File: config.mk
export PLATFORM = sky130hd
export DESIGN_NAME = bank_switch_memory_mapper_unit
export DESIGN_NICKNAME = d
export VERILOG_FILES = /design/src/hw/rtl/bsmm_pkg.sv /design/src/hw/rtl/bsmm_decode.sv /design/src/hw/rtl/bank_switch_memory_mapper_unit.sv
export SDC_FILE = /design/constraint.sdc
export NUM_CORES = 1
export LEC_CHECK = 0
export ABC_AREA = 1
export BUFFER_PORTS_ARGS = -buffer_cell sky130_fd_sc_hd__clkbuf_2
export CAP_MARGIN = 20
export CORE_MARGIN = 2
export CORE_UTILIZATION = 31
export CTS_BUF_LIST = sky130_fd_sc_hd__clkbuf_8
export DETAILED_ROUTE_END_ITERATION = 12
export MAX_ROUTING_LAYER = met4
export PLACE_DENSITY_LB_ADDON = 0.1
export SLEW_MARGIN = 15
export SYNTH_ARGS = -nofsm -noshare
export SYNTH_HDL_FRONTEND = slang
export SYNTH_SLANG_ARGS = --single-unit
File: constraint.sdc
create_clock -name clk -period 5.5 [get_ports clk]
set_input_delay 1.1 -clock clk [delete_from_list [all_inputs] [get_ports clk]]
set_output_delay 1.1 -clock clk [all_outputs]
set_load 0.005 [all_outputs]
File: src/hw/rtl/bsmm_pkg.sv
// ----------------------------------------------------------------------------
// bsmm_pkg
// Shared types and constants for the bank-switch memory mapper: mode flag
// positions, target codes, register indexes and the decoded result record.
// ----------------------------------------------------------------------------
package bsmm_pkg;

  // Mode register layout
  localparam int unsigned ModeW       = 12;
  localparam int unsigned MWrite      = 0;   // language card write enable
  localparam int unsigned MRdSame     = 1;   // read select, compared with write enable
  localparam int unsigned MBank1      = 3;
  localparam int unsigned MAltZp      = 4;
  localparam int unsigned MRdAux      = 5;
  localparam int unsigned MWrAux      = 6;
  localparam int unsigned MIntCx      = 7;
  localparam int unsigned MSlotC3     = 8;
  localparam int unsigned M80Store    = 9;
  localparam int unsigned MPage2      = 10;
  localparam int unsigned MIntC8      = 11;

  localparam logic [ModeW-1:0] ModeReset = 12'h001;

  // Configuration register indexes
  localparam int unsigned CfgIdxW = 2;
  localparam logic [CfgIdxW-1:0] CfgOlderMachine = 2'd0;
  localparam logic [CfgIdxW-1:0] CfgMemoryTest   = 2'd1;

  // Decoded target codes
  typedef enum logic [3:0] {
    TGT_RAM     = 4'd0,
    TGT_ROM     = 4'd1,
    TGT_KEY     = 4'd2,
    TGT_KEYST   = 4'd3,
    TGT_SLOTIO  = 4'd4,
    TGT_SLOTROM = 4'd5,
    TGT_JOY     = 4'd6,
    TGT_FLOAT   = 4'd7,
    TGT_ZERO    = 4'd8,
    TGT_VIDST   = 4'd9,
    TGT_NONE    = 4'd10
  } target_t;

  // Bus access kind
  localparam logic OpRead  = 1'b0;
  localparam logic OpWrite = 1'b1;

  // One decoded access
  typedef struct packed {
    target_t     target;
    logic [16:0] location;
    logic        status_bit;
    logic        video_write;
    logic        video_aux;
    logic        video_switch;
    logic        speaker_toggle;
    logic        joystick_strobe;
    logic [7:0]  data_out;
  } result_t;

  // Buffered bus access
  typedef struct packed {
    logic        opcode;
    logic [15:0] address;
    logic [7:0]  write_data;
    logic        hires_on;
  } access_t;

endpackage

File: src/hw/rtl/bsmm_decode.sv
// ----------------------------------------------------------------------------
// bsmm_decode
// Combinational decode of one bus access against the current mode register:
// target, physical location, status bit, side pulses and next mode value.
// ----------------------------------------------------------------------------
module bsmm_decode import bsmm_pkg::*; (
  input  access_t          acc,
  input  logic [ModeW-1:0] mode,
  input  logic             older_machine,
  input  logic             memory_test,
  output result_t          res,
  output logic [ModeW-1:0] mode_nxt
);

  logic [15:0] a;
  logic [7:0]  hi8;
  logic [3:0]  page;
  logic [3:0]  io;
  logic [3:0]  lo;
  logic        page1;
  logic        store80;
  logic        lc_ram;
  logic        lc_aux;
  logic [16:0] lc_loc;
  logic [16:0] rom_off;
  logic [16:0] dev_loc;
  logic        vid_area;
  logic        page_vs;
  logic        mstat;

  assign a    = acc.address;
  assign hi8  = a[15:8];
  assign page = a[15:12];
  assign io   = a[7:4];
  assign lo   = a[3:0];

  // Shared address terms
  assign page1   = (a < 16'h0800) || (a >= 16'h2000 && a < 16'h4000);
  assign store80 = !older_machine && mode[M80Store] && page1 && (a >= 16'h0400)
                   && ((a < 16'h0800) || acc.hires_on);
  assign lc_ram  = (mode[MWrite] == mode[MRdSame]);
  assign lc_aux  = mode[MAltZp] && !older_machine;
  assign lc_loc  = (page == 4'hD && mode[MBank1]) ? {lc_aux, 4'hC, a[11:0]}
                                                  : {lc_aux, a};
  // Only used for addresses at or above $C000
  assign rom_off = {3'b000, a[13:0]};
  assign dev_loc = {9'd0, a[7:0]};
  assign vid_area = (a >= 16'h0400 && a < 16'h0C00) || (a >= 16'h2000 && a < 16'h6000);
  assign page_vs  = !older_machine || (a < 16'hC05E);

  // Memory soft-switch status
  always_comb begin
    case (lo)
      4'h1:    mstat = !mode[MBank1];
      4'h2:    mstat = lc_ram;
      4'h3:    mstat = mode[MRdAux];
      4'h4:    mstat = mode[MWrAux];
      4'h5:    mstat = mode[MIntCx];
      4'h6:    mstat = mode[MAltZp];
      4'h7:    mstat = mode[MSlotC3];
      4'h8:    mstat = mode[M80Store];
      default: mstat = 1'b0;
    endcase
  end

  // Main decode
  always_comb begin
    res          = '0;
    res.target   = TGT_NONE;
    res.data_out = (acc.opcode == OpWrite) ? acc.write_data : 8'd0;
    mode_nxt     = mode;

    if (acc.opcode == OpRead) begin
      if (store80) begin
        res.target   = TGT_RAM;
        res.location = {mode[MPage2], a};
      end else if (hi8 <= 8'h01) begin
        res.target   = TGT_RAM;
        res.location = {mode[MAltZp], a};
      end else if (hi8 == 8'hC0) begin
        res.target = TGT_FLOAT;
        if (memory_test) begin
          res.target = TGT_ZERO;
        end else begin
          case (io)
            4'h0: begin
              res.target   = TGT_KEY;
              res.location = dev_loc;
            end
            4'h1: begin
              res.location = dev_loc;
              if (lo >= 4'h9) begin
                res.target = TGT_VIDST;
              end else begin
                res.target     = TGT_KEYST;
                res.status_bit = mstat;
              end
            end
            4'h3: res.speaker_toggle = 1'b1;
            4'h5: begin
              if (a == 16'hC054) mode_nxt[MPage2] = 1'b0;
              else if (a == 16'hC055) mode_nxt[MPage2] = 1'b1;
              res.video_switch = page_vs;
            end
            4'h6: begin
              res.target   = TGT_JOY;
              res.location = dev_loc;
            end
            4'h7: res.joystick_strobe = (a == 16'hC070);
            4'h8: mode_nxt[3:0] = lo;
            4'h9, 4'hA, 4'hB, 4'hC, 4'hD, 4'hE, 4'hF: begin
              res.target   = TGT_SLOTIO;
              res.location = dev_loc;
            end
            default: ;
          endcase
        end
      end else if (hi8 == 8'hC3) begin
        if (mode[MSlotC3] || older_machine) begin
          res.target   = TGT_SLOTROM;
          res.location = {5'd0, a[11:0]};
        end else begin
          mode_nxt[MIntC8] = 1'b1;
          res.target       = TGT_ROM;
          res.location     = rom_off;
        end
      end else if (hi8 >= 8'hC1 && hi8 <= 8'hC7) begin
        if (!mode[MIntCx] || older_machine) begin
          res.target   = TGT_SLOTROM;
          res.location = {5'd0, a[11:0]};
        end else begin
          res.target   = TGT_ROM;
          res.location = rom_off;
        end
      end else if (page == 4'hC) begin
        if ((!mode[MIntCx] && !mode[MIntC8]) || older_machine) begin
          res.target = TGT_FLOAT;
        end else begin
          if (a == 16'hCFFF) mode_nxt[MIntC8] = 1'b0;
          res.target   = TGT_ROM;
          res.location = rom_off;
        end
      end else if (page < 4'hC) begin
        res.target   = TGT_RAM;
        res.location = {mode[MRdAux], a};
      end else if (lc_ram) begin
        res.target   = TGT_RAM;
        res.location = lc_loc;
      end else begin
        res.target   = TGT_ROM;
        res.location = rom_off;
      end
    end else begin
      if (vid_area) begin
        res.target      = TGT_RAM;
        res.video_write = 1'b1;
        if (store80) begin
          res.location  = {mode[MPage2], a};
          res.video_aux = mode[MPage2];
        end else begin
          res.location  = {mode[MWrAux], a};
          res.video_aux = mode[MWrAux];
        end
      end else if (hi8 <= 8'h01) begin
        res.target   = TGT_RAM;
        res.location = {mode[MAltZp], a};
      end else if (hi8 == 8'hC0) begin
        case (io)
          4'h0, 4'h1: begin
            // Aux and ROM soft switches sit at $C000-$C00B; $C00C-$C00F are video switches
            if (io == 4'h0 && !older_machine) begin
              if (lo >= 4'hC) begin
                res.video_switch = 1'b1;
              end else begin
                case (lo[3:1])
                  3'd0:    mode_nxt[M80Store] = lo[0];
                  3'd1:    mode_nxt[MRdAux]   = lo[0];
                  3'd2:    mode_nxt[MWrAux]   = lo[0];
                  3'd3:    mode_nxt[MIntCx]   = lo[0];
                  3'd4:    mode_nxt[MAltZp]   = lo[0];
                  default: mode_nxt[MSlotC3]  = lo[0];
                endcase
                res.video_switch = (lo <= 4'h1);
              end
            end
            res.target   = TGT_KEY;
            res.location = dev_loc;
          end
          4'h3: res.speaker_toggle = 1'b1;
          4'h5: begin
            if (a == 16'hC054) mode_nxt[MPage2] = 1'b0;
            else if (a == 16'hC055) mode_nxt[MPage2] = 1'b1;
            res.video_switch = page_vs;
          end
          4'h7: res.joystick_strobe = (a == 16'hC070);
          4'h8: mode_nxt[3:0] = lo;
          4'h9, 4'hA, 4'hB, 4'hC, 4'hD, 4'hE, 4'hF: begin
            res.target   = TGT_SLOTIO;
            res.location = dev_loc;
          end
          default: ;
        endcase
      end else if (hi8 == 8'hC3) begin
        if (mode[MSlotC3] || older_machine) begin
          res.target   = TGT_SLOTROM;
          res.location = {5'd0, a[11:0]};
        end else begin
          mode_nxt[MIntC8] = 1'b1;
        end
      end else if (hi8 >= 8'hC1 && hi8 <= 8'hC7) begin
        if (!mode[MIntCx] || older_machine) begin
          res.target   = TGT_SLOTROM;
          res.location = {5'd0, a[11:0]};
        end
      end else if (page == 4'hC) begin
        if (a == 16'hCFFF) mode_nxt[MIntC8] = 1'b0;
      end else if (page < 4'hC) begin
        res.target   = TGT_RAM;
        res.location = {mode[MWrAux], a};
      end else if (mode[MWrite]) begin
        res.target   = TGT_RAM;
        res.location = lc_loc;
      end
    end
  end

endmodule

File: src/hw/rtl/bank_switch_memory_mapper_unit.sv
// ----------------------------------------------------------------------------
// bank_switch_memory_mapper_unit
// Language card and aux memory bank-switch decoder for an 8-bit CPU bus.
// ----------------------------------------------------------------------------
// Usage:
//   in_*  : one CPU bus access per item. in_tuser = opcode (0 read, 1 write).
//           in_tdata = address, write_data, hires_on, zero padding.
//   out_* : one decoded result per access. out_tuser = target code.
//           out_tdata = location, status_bit, video pulses, speaker,
//           joystick strobe, data_out, zero padding.
//   cfg_* : register writes (index 0 older_machine, 1 memory_test), always
//           ready; write only while no access is in flight.
// Pipeline: two register stages. An accepted item is held in the input
// register and is then decoded into the output register, which raises
// out_tvalid. Throughput is one item per cycle while out_tready holds; the
// mode register is updated as each item moves into the output register, so
// the next item decodes against the new mode.
// A stalled receiver holds the output register; one more item waits in the
// input register before in_tready drops.
// Reset clears both pipeline stages and the config bits and sets the mode
// register to write enable only.
// ----------------------------------------------------------------------------
module bank_switch_memory_mapper_unit import bsmm_pkg::*; (
  input  logic               clk,
  input  logic               rst_n,
  // Input channel
  input  logic               in_tvalid,
  output logic               in_tready,
  input  logic [31:0]        in_tdata,   // [15:0] address, [23:16] write_data,
                                         // [24] hires_on, [31:25] zero
  input  logic               in_tuser,   // [0] opcode
  // Result channel
  output logic               out_tvalid,
  input  logic               out_tready,
  output logic [31:0]        out_tdata,  // [16:0] location, [17] status_bit,
                                         // [18] video_write, [19] video_aux,
                                         // [20] video_switch, [21] speaker_toggle,
                                         // [22] joystick_strobe, [30:23] data_out,
                                         // [31] zero
  output logic [3:0]         out_tuser,  // [3:0] target
  // Configuration channel
  input  logic               cfg_valid,
  output logic               cfg_ready,
  input  logic [CfgIdxW-1:0] cfg_index,
  input  logic               cfg_data
);

  logic             s1_valid_r;
  access_t          s1_acc_r;
  logic             out_valid_r;
  result_t          out_res_r;
  logic [ModeW-1:0] mode_r;
  logic [ModeW-1:0] mode_nxt;
  logic             older_r;
  logic             mtest_r;
  result_t          dec_res;
  logic             advance;
  logic             s1_load;

  // Handshake control
  assign advance   = !out_valid_r || out_tready;
  assign in_tready = !s1_valid_r || advance;
  assign s1_load   = in_tvalid && in_tready;
  assign cfg_ready = 1'b1;

  // Decode
  bsmm_decode u_decode (
    .acc           (s1_acc_r),
    .mode          (mode_r),
    .older_machine (older_r),
    .memory_test   (mtest_r),
    .res           (dec_res),
    .mode_nxt      (mode_nxt)
  );

  // Input register
  always_ff @(posedge clk) begin
    if (!rst_n) begin
      s1_valid_r <= 1'b0;
    end else if (in_tready) begin
      s1_valid_r <= in_tvalid;
    end
  end

  always_ff @(posedge clk) begin
    if (s1_load) begin
      s1_acc_r.opcode     <= in_tuser;
      s1_acc_r.address    <= in_tdata[15:0];
      s1_acc_r.write_data <= in_tdata[23:16];
      s1_acc_r.hires_on   <= in_tdata[24];
    end
  end

  // Output register
  always_ff @(posedge clk) begin
    if (!rst_n) begin
      out_valid_r <= 1'b0;
    end else if (advance) begin
      out_valid_r <= s1_valid_r;
    end
  end

  always_ff @(posedge clk) begin
    if (advance && s1_valid_r) begin
      out_res_r <= dec_res;
    end
  end

  // Mode register follows each item into the output register
  always_ff @(posedge clk) begin
    if (!rst_n) begin
      mode_r <= ModeReset;
    end else if (advance && s1_valid_r) begin
      mode_r <= mode_nxt;
    end
  end

  // Configuration registers
  always_ff @(posedge clk) begin
    if (!rst_n) begin
      older_r <= 1'b0;
      mtest_r <= 1'b0;
    end else if (cfg_valid) begin
      if (cfg_index == CfgOlderMachine) older_r <= cfg_data;
      if (cfg_index == CfgMemoryTest)   mtest_r <= cfg_data;
    end
  end

  // Output packing
  assign out_tvalid = out_valid_r;
  assign out_tuser  = out_res_r.target;
  assign out_tdata  = {1'b0,
                       out_res_r.data_out,
                       out_res_r.joystick_strobe,
                       out_res_r.speaker_toggle,
                       out_res_r.video_switch,
                       out_res_r.video_aux,
                       out_res_r.video_write,
                       out_res_r.status_bit,
                       out_res_r.location};

endmodule

==> flow_summary.ini, run 1 <==
[sta]
hold_viol = 0
fin_ws_ps = 2610
max_freq_mhz = 346
setup_viol_count_final = 0
max_slew.worst_pin.slew_ps = 766
fin_crit_ps = 2890
slew_headroom_pct = 48.7
min_period_over_period_pct = 52.6
finalClockSkew_ps = 14.4
rsz0062_at_grt = no
finalSetupTns_ps = 0
drv_slew = 0

[finish]
drive_gt1_share_pct = 15.9
fin_nets = 691
layout_common_cells = nand2_1, clkbuf_2, inv_1
antenna_cells = 0
layout_commonest_cell = nand2_1
utilization_pct = 37.1
multi_input_area_um2 = 1950
syn_to_final_growth_pct = 16.1
seq_area_um2 = 2130
nFillCells = 1530

[synth]
ys_warn_count = 0
synth.ff_latch_count = 76
ys_seq_area_share_pct = 47.7
netlist_area_um2 = 4470
avgSynthCellArea_um2 = 7.52
synthTopCellsByArea = edfxtp_1, nand2_1, dfxtp_1, nand3_1, inv_1
yosys.area.top_type_share_pct = 41.0
syn-num-nets = 635
synth_cells = 594
synth_top_area_cell = edfxtp_1
synth_cell_type_count = 32

[floorplanning]
dieWidth_um = 124
die_y_um = 124
ios = 80
start_util_pct = 31.9
fp.dieArea_um2 = 15400
core_area_um2 = 14000
rows = 43

[worst_setup_path]
slowest_delay_ps = 450
crit_arrival_ps = 3030
cp-startpoint = s1_acc_r[23]
crit_top_cell = nand2_1
start_kind = register
crit_path_end_kind = register
crit_required_ps = 5640
reg2reg_depth = 12
worstPathMaxFanout = 32
crit_slowest_cell = edfxtp_1
cp_cell_sequence = nand2_2 -> inv_2 -> nand2_2 -> nor2_2 -> buf_4 -> inv_2 -> nand2_1 -> nand2_1 -> nand2_1 -> nand2_1 -> nand2_1 -> inv_1
reg2reg_setup_slack_ps = 2610
reg2reg_from = s1_acc_r[23]
crit_type = register to register
reg2reg_to = out_tdata[6]

[detailed_routing]
ant_nets = 0
dr.pass1.iters = 5
vias = 4215
viasPerCell = 5.05
drc = 0
drt-wirelength-per-cell_um = 16.8
wirelength_um = 14000
drtIter0Drc = 294

[cts]
post_cts_buffers = 0
cts_tree = done
cts_resized = 0
cts_root_buffer = clkbuf_8
htree_levels = 3
cts_buffer_depth = 2
clkTransAtPathRegs_ps = 90
cts_buffers = 9
cts_hold_buf = 0
numClockSinks = 76
clk_latency_ps = 380

[worst_hold_path]
min_to = mode_r[1]
hold_start = mode_r[1]
min_delay_path_depth = 2
min_path_type = register to register

[run]
drv_cap = 0

[global_route]
grt_max_degree = 37
grt-ovfl-total = 0
grt_pass1_vias = 3918
antenna_found_initial = 0
grt_usage_pct = 19.7
grt_first_pass_wirelength_um = 21700

[placement]
port_buffers = 70
dpl.hpwl_um = 9800
pre_cts_ws_ps = 2640
place.gp.congestion = 0.927

[pwr]
ir_worst_vdd_v = 0.000135
p_leak_nw = 2.32
total_power_w = 0.00131
power_density_nw_per_um2 = 252

[run_status]
status = finished, final reports clean
[worst max path at each step]
stage	to	slack, ps	cells past startpoint
6_report	out_tdata[6]	2610	12
5_1_grt	mode_r[10]	2360	11
4_1_cts	out_tdata[6]	2630	12
3_5_place_dp	out_tdata[6]	2640	12
3_3_place_gp	out_tdata[6]	2630	12
2_1_floorplan	mode_r[0]	1510	7
[cells in the mapped netlist]
master and number:
o22ai_1 4, o21bai_1 1, o21ai_1 2, nand2_2 4, a21oi_1 21, a31oi_1 3
inv_4 1, a22oi_1 1, dfxtp_1 15, o211ai_1 15, buf_6 1, nand4_1 21
buf_1 2, edfxtp_1 61, a41oi_1 1, nand2_1 176, nor2_2 5, o311a_1 1
o31ai_1 2, buf_2 7, inv_1 66, clkbuf_1 17, nand3_1 56, o2111ai_1 2
nor3_4 1, buf_4 2, nor3_1 2, nor2_1 53, inv_2 3, o21ai_0 45
conb_1 2, nand2_4 1
[cell type report]
| class | instances | area share (%) |
|---|---|---|
| Timing Repair Buffer | 74 | 7.72 |
| Multi-Input combinational cell | 419 | 37.5 |
| Clock inverter | 7 | 1.76 |
| Sequential cell | 76 | 41.1 |
| Clock buffer | 9 | 2.39 |
| Tap cell | 180 | 4.34 |
| Inverter | 70 | 5.12 |
[metrics by stage]
| stage | std cells | hold WS (ps) | area, µm² |
|---|---|---|---|
| after floorplan | 594 | 441 | 4470 |
| after global placement | 818 | 460 | 4940 |
| after detailed placement | 818 | 472 | 4940 |
| after CTS | 834 | 485 | 5160 |
| after global routing | 835 | 496 | 5180 |
| final | 835 | 486 | 5180 |
[state kept, by name, indices dropped and copies added (netlist names)]
name,count
out_tdata,31
s1_acc_r,26
mode_r,11
out_tuser,4
mtest_r,1
older_r,1
out_tvalid,1
s1_valid_r,1
[cell families (layout without fill, tap and decap cells)]
| logic type | Yosys count | in the layout | synth area share (%) |
|---|---|---|---|
| flops | 76 | 76 | 47.7 |
| buf+inv | 99 | 160 | 8.91 |
| other cells | 2 | 2 | 0.168 |
| compound gates | 98 | 98 | 12.6 |
| simple gates | 319 | 319 | 30.6 |
[metal layers]
metal | up-vias | part of all wire, % | wire, µm | GRT usage [%]
met4 | 0 | 2.6 | 365 | 8.43
met3 | 22 | 4.9 | 688 | 2.88
met1 | 1977 | 47 | 6620 | 26.5
met5 | - | 0 | 0 | -
li1 | 2098 | - | - | -
met2 | 118 | 45 | 6340 | 29.7
[power by group]
group,switching (W),internal [W],total [W]
sequential,0.0000243,0.000652,0.000676
combinational,0.000104,0.0000508,0.000155
clock,0.000223,0.000254,0.000477
total,0.000351,0.000956,0.00131
[critical path, delay by kind of cell, from the launching register on]
family / cells / cell delay (ps)
simple gates: 8 / 1240
buf+inv: 4 / 940
flops: 1 / 450
Power figures use the tool's default switching activity.
==> inputs of run 2 (changes only) <==
==> constraint.sdc (replaced) <==
create_clock -name clk -period 2.71 [get_ports clk]
set_input_delay 0.542 -clock clk [delete_from_list [all_inputs] [get_ports clk]]
set_output_delay 0.542 -clock clk [all_outputs]
set_load 0.005 [all_outputs]
==> run 2 against run 1 <==
Effect of this change:
- sequential share of layout area down 0.19 points
- sequential power up 100%
- wire length down 0.31%
- utilization up 0.17 points
- largest cell class unchanged
==> flow_summary.ini, run 2 (synthesis results as in run 1) <==
[floorplanning]
ios = 80
dieWidth_um = 124
rows = 43
fp.dieArea_um2 = 15400
core_area_um2 = 14000
die_y_um = 124
start_util_pct = 31.9

[finish]
layout_commonest_cell = nand2_1
largest_reg_flops = 31
utilization_pct = 37.2
layout_common_cells = nand2_1, clkbuf_2, inv_1
stdcell_count = 847
drive_gt1_share_pct = 17.5
nFillCells = 1538
syn_to_final_growth_pct = 16.6
fin_nets = 703
antenna_cells = 0

[sta]
max_slew.worst_pin.slew_ps = 683
holdWs_ps = 330
slew_headroom_pct = 54.3
rsz0062_at_grt = no
setup_viol_count_final = 0
finalSetupTns_ps = 0
drv_slew = 0
max_freq_mhz = 459
hold_viol = 0
min_period_over_period_pct = 80.5
fin_ws_ps = 529
finalClockSkew_ps = 13.6
fin_crit_ps = 2180

[worst_setup_path]
start_kind = register
crit_type = register to register
cp-startpoint = s1_acc_r[16]
crit_slowest_cell = edfxtp_1
crit_path_end_kind = register
slowest_delay_ps = 650
cp_top_family = simple AND/OR/NAND/NOR gates
cp_cell_sequence = nor2_1 -> nand3_1 -> nor2_1 -> nand3_1 -> o21ai_0 -> a21oi_1
crit_cells = 6
critPathBufInv = 0
cp-endpoint = mode_r[6]
reg2reg_setup_slack_ps = 530
crit_arrival_ps = 2460
worstPathMaxFanout = 14
reg2reg_from = s1_acc_r[16]
reg2reg_depth = 6
crit_required_ps = 2990
reg2reg_to = mode_r[6]

[global_route]
grt_pass1_vias = 4097
grt_usage_pct = 19.7
grt-ovfl-total = 0
grt_max_degree = 27
antenna_found_initial = 0
grt_first_pass_wirelength_um = 21800

[cts]
post_cts_buffers = 0
cts_root_buffer = clkbuf_8
htree_levels = 3
cts_buffer_depth = 2
cts_buffers = 9
clkTransAtPathRegs_ps = 90
cts_tree = done
cts_hold_buf = 0
clk_latency_ps = 380
numClockSinks = 76
cts_resized = 0

[placement]
pre_cts_ws_ps = 599
port_buffers = 70
place.gp.congestion = 0.924
dpl.hpwl_um = 10200
place_inst = 831

[worst_hold_path]
min_delay_path_depth = 1
min_path_type = input pin to register

[pwr]
ir_worst_vdd_v = 0.000280
power_density_nw_per_um2 = 474
p_leak_nw = 2.34

[detailed_routing]
drtIter0Drc = 333
wirelength_um = 14000
viasPerCell = 5.03
drt-wirelength-per-cell_um = 16.5
drc = 0
ant_nets = 0
dr.pass1.iters = 4
vias = 4264

[run_status]
status = finished, final reports clean

[run]
drv_cap = 0
-- run 2: cell type report --
class                      instances  area (µm²)  area share, %
tap                              180         225           4.32
clock inverter                     7        45.0          0.865
multi-input combinational        419        1950           37.4
clock buffer                       9         124           2.38
sequential                        76        2130           40.9
timing repair buffer              86         470           9.03
inverter                          70         265           5.09
-- run 2: metal layers --
metal,GRT usage [%],share of wire (%),vias up
met1,25.2,47,2008
met5,-,0,-
met3,3.48,5.1,12
met2,31.8,47,117
li1,-,-,2127
met4,6.11,1.2,0
-- run 2: through the flow --
stage	power, W	cell area, µm²
after global placement	0.00171	5040
after global routing	0.00259	5210
after floorplan	0.00158	4470
after CTS	0.00250	5210
after detailed placement	0.00171	5040
final	0.00247	5210
-- run 2: power breakdown --
part	total (W)	leakage [nW]	internal, W	switching, W
clock	0.000782	0.0824	0.000326	0.000456
sequential	0.00137	0.713	0.00132	0.0000496
combinational	0.000315	1.55	0.000106	0.000209
total	0.00247	2.34	0.00175	0.000715
-- run 2: worst min path at each step --
stage	start	to	slack, ps
after floorplan	mode_r[10]	mode_r[10]	440
after global placement	mode_r[10]	mode_r[10]	460
after detailed placement	mode_r[10]	mode_r[10]	470
after CTS	in_tdata[0]	s1_acc_r[9]	310
after global routing	in_tdata[3]	s1_acc_r[12]	310
final	in_tdata[0]	s1_acc_r[9]	330
-- run 2: worst register-to-register path: stages, from the launching register on --
cell,delay [ps]
edfxtp_1,650
nor2_1,340
nand3_1,150
nor2_1,460
nand3_1,200
o21ai_0,210
a21oi_1,70
==> inputs of run 3 (changes only) <==
==> constraint.sdc (replaced) <==
create_clock -name clk -period 1.8 [get_ports clk]
set_input_delay 0.36 -clock clk [delete_from_list [all_inputs] [get_ports clk]]
set_output_delay 0.36 -clock clk [all_outputs]
set_load 0.005 [all_outputs]
==> run 3 against run 2 <==
Effect of this change:
- count of clock-buffer cells in the layout did not move
- critical path type unchanged
- first-iteration DRC count is 20% lower
- critical endpoint is now out_tdata[1]
- die area unchanged
- fmax grew 26%
- combinational power grew 96%
- worst hold slack lost 170 ps
- sequential share of layout area down 4.7 points
- clock power up 47%
- utilization grew 4.9 points
- highest routed layer unchanged
- setup slack worse by 450 ps
- total power grew 54%
==> flow_summary.ini, run 3 (synthesis results as in run 1) <==
[run_status]
status = finished, final reports clean

[pwr]
power_density_nw_per_um2 = 647
ir_worst_vdd_v = 0.000278
p_leak_nw = 2.71
total_power_w = 0.00381

[detailed_routing]
vias = 4499
drtIter0Drc = 266
dr.pass1.iters = 4
drc = 0
drt-wirelength-per-cell_um = 15.0
wirelength_um = 13800
ant_nets = 0
viasPerCell = 4.91

[placement]
postPlaceCellArea_um2 = 5570
place.gp.congestion = 0.972
pre_cts_ws_ps = -34.4
dpl.hpwl_um = 10400
port_buffers = 70

[worst_setup_path]
crit_top_cell = nand2_1
slowest_delay_ps = 440
start_kind = register
crit_type = register to register
worstPathMaxFanout = 19
cp_top_family = simple AND/OR/NAND/NOR gates
crit_path_end_kind = register
crit_slowest_cell = edfxtp_1
reg2reg_from = s1_acc_r[23]
crit_required_ps = 1920
crit_arrival_ps = 1850
critPathBufInv = 3
cp-startpoint = s1_acc_r[23]
cp_cell_sequence = nand2_2 -> inv_2 -> buf_6 -> nand3_1 -> buf_4 -> nand2_1 -> nand2_1 -> nand2_1 -> nand2_1 -> nand2_1 -> nand2_1

[global_route]
grt_max_degree = 27
grt_pass1_vias = 4258
grt_usage_pct = 19.8
grt_first_pass_wirelength_um = 22100
grt-ovfl-total = 0
antenna_found_initial = 0

[finish]
fin_nets = 772
layout_commonest_cell = nand2_1
stdcell_area_um2 = 5890
syn_to_final_growth_pct = 31.9
layout_common_cells = nand2_1, buf_4, clkbuf_2
largest_reg_flops = 31
drive_gt1_share_pct = 28.7
antenna_cells = 0

[worst_hold_path]
min_path_type = input pin to register
hold_start = in_tdata[3]

[sta]
setup_viol_count_final = 0
min_period_over_period_pct = 95.9
max_freq_mhz = 580
rsz0062_at_grt = yes
hold_viol = 0
holdWs_ps = 156
drv_slew = 0
fin_crit_ps = 1730
finalSetupTns_ps = 0
finalClockSkew_ps = 15.2
fin_ws_ps = 74.7

[cts]
cts_buffer_depth = 2
cts_root_buffer = clkbuf_8
cts_buffers = 9
clkTransAtPathRegs_ps = 80
numClockSinks = 76
cts_tree = done
clk_latency_ps = 380
htree_levels = 3

[floorplanning]
die_y_um = 124
dieWidth_um = 124
fp.dieArea_um2 = 15400
start_util_pct = 31.9
rows = 43
ios = 80
core_area_um2 = 14000

[run]
drv_cap = 0
run 3: final cells by class:
type                            instances  area (µm²)
Multi-Input combinational cell        419        2050
Tap cell                              180         225
Sequential cell                        76        2130
Fill cell                            1500        8100
Timing Repair Buffer                  155        1040
Clock inverter                          7        43.8
Inverter                               70         278
Clock buffer                            9         124
run 3: power by group:
part	switching, W	leakage, nW	internal [W]
Combinational	0.000366	1.91	0.000252
Sequential	0.0000493	0.713	0.00199
Clock	0.000663	0.0864	0.000492
run 3: per-layer routing:
metal / wire [µm] / up-vias / GRT usage (%) / share of wire (%)
met4: 289 / 0 / 8.64 / 2.1
met2: 6240 / 114 / 29.3 / 45
met5: 0 / - / - / 0
li1: - / 2269 / - / -
met3: 590 / 18 / 2.70 / 4.3
met1: 6650 / 2098 / 27.2 / 48
run 3: worst paths after layout:
kind	slack (ps)	cells after the start	end
worst min register to register	490	2	mode_r[11]
worst min-delay path	160	1	s1_acc_r[12]
worst max-delay path	70	11	out_tdata[1]
worst max register to register	70	11	out_tdata[1]
run 3: per-stage QoR:
step | util (%) | cells
after global routing | 42.1 | 916
after detailed placement | 39.8 | 893
final | 42.1 | 916
after floorplan | - | 594
after global placement | 39.8 | 893
after CTS | 41.1 | 909
run 3: timing repair:
| item | CTS | global route |
|---|---|---|
| gates resized for setup | 2 | 30 |
| setup endpoints to repair | 6 | 24 |
| buffers inserted | 0 | 7 |
| pin swaps | 0 | 12 |
| hold buffers | 0 | 0 |
| gates cloned | 0 | 0 |
| endpoints found under the hold margin | 0 | 0 |
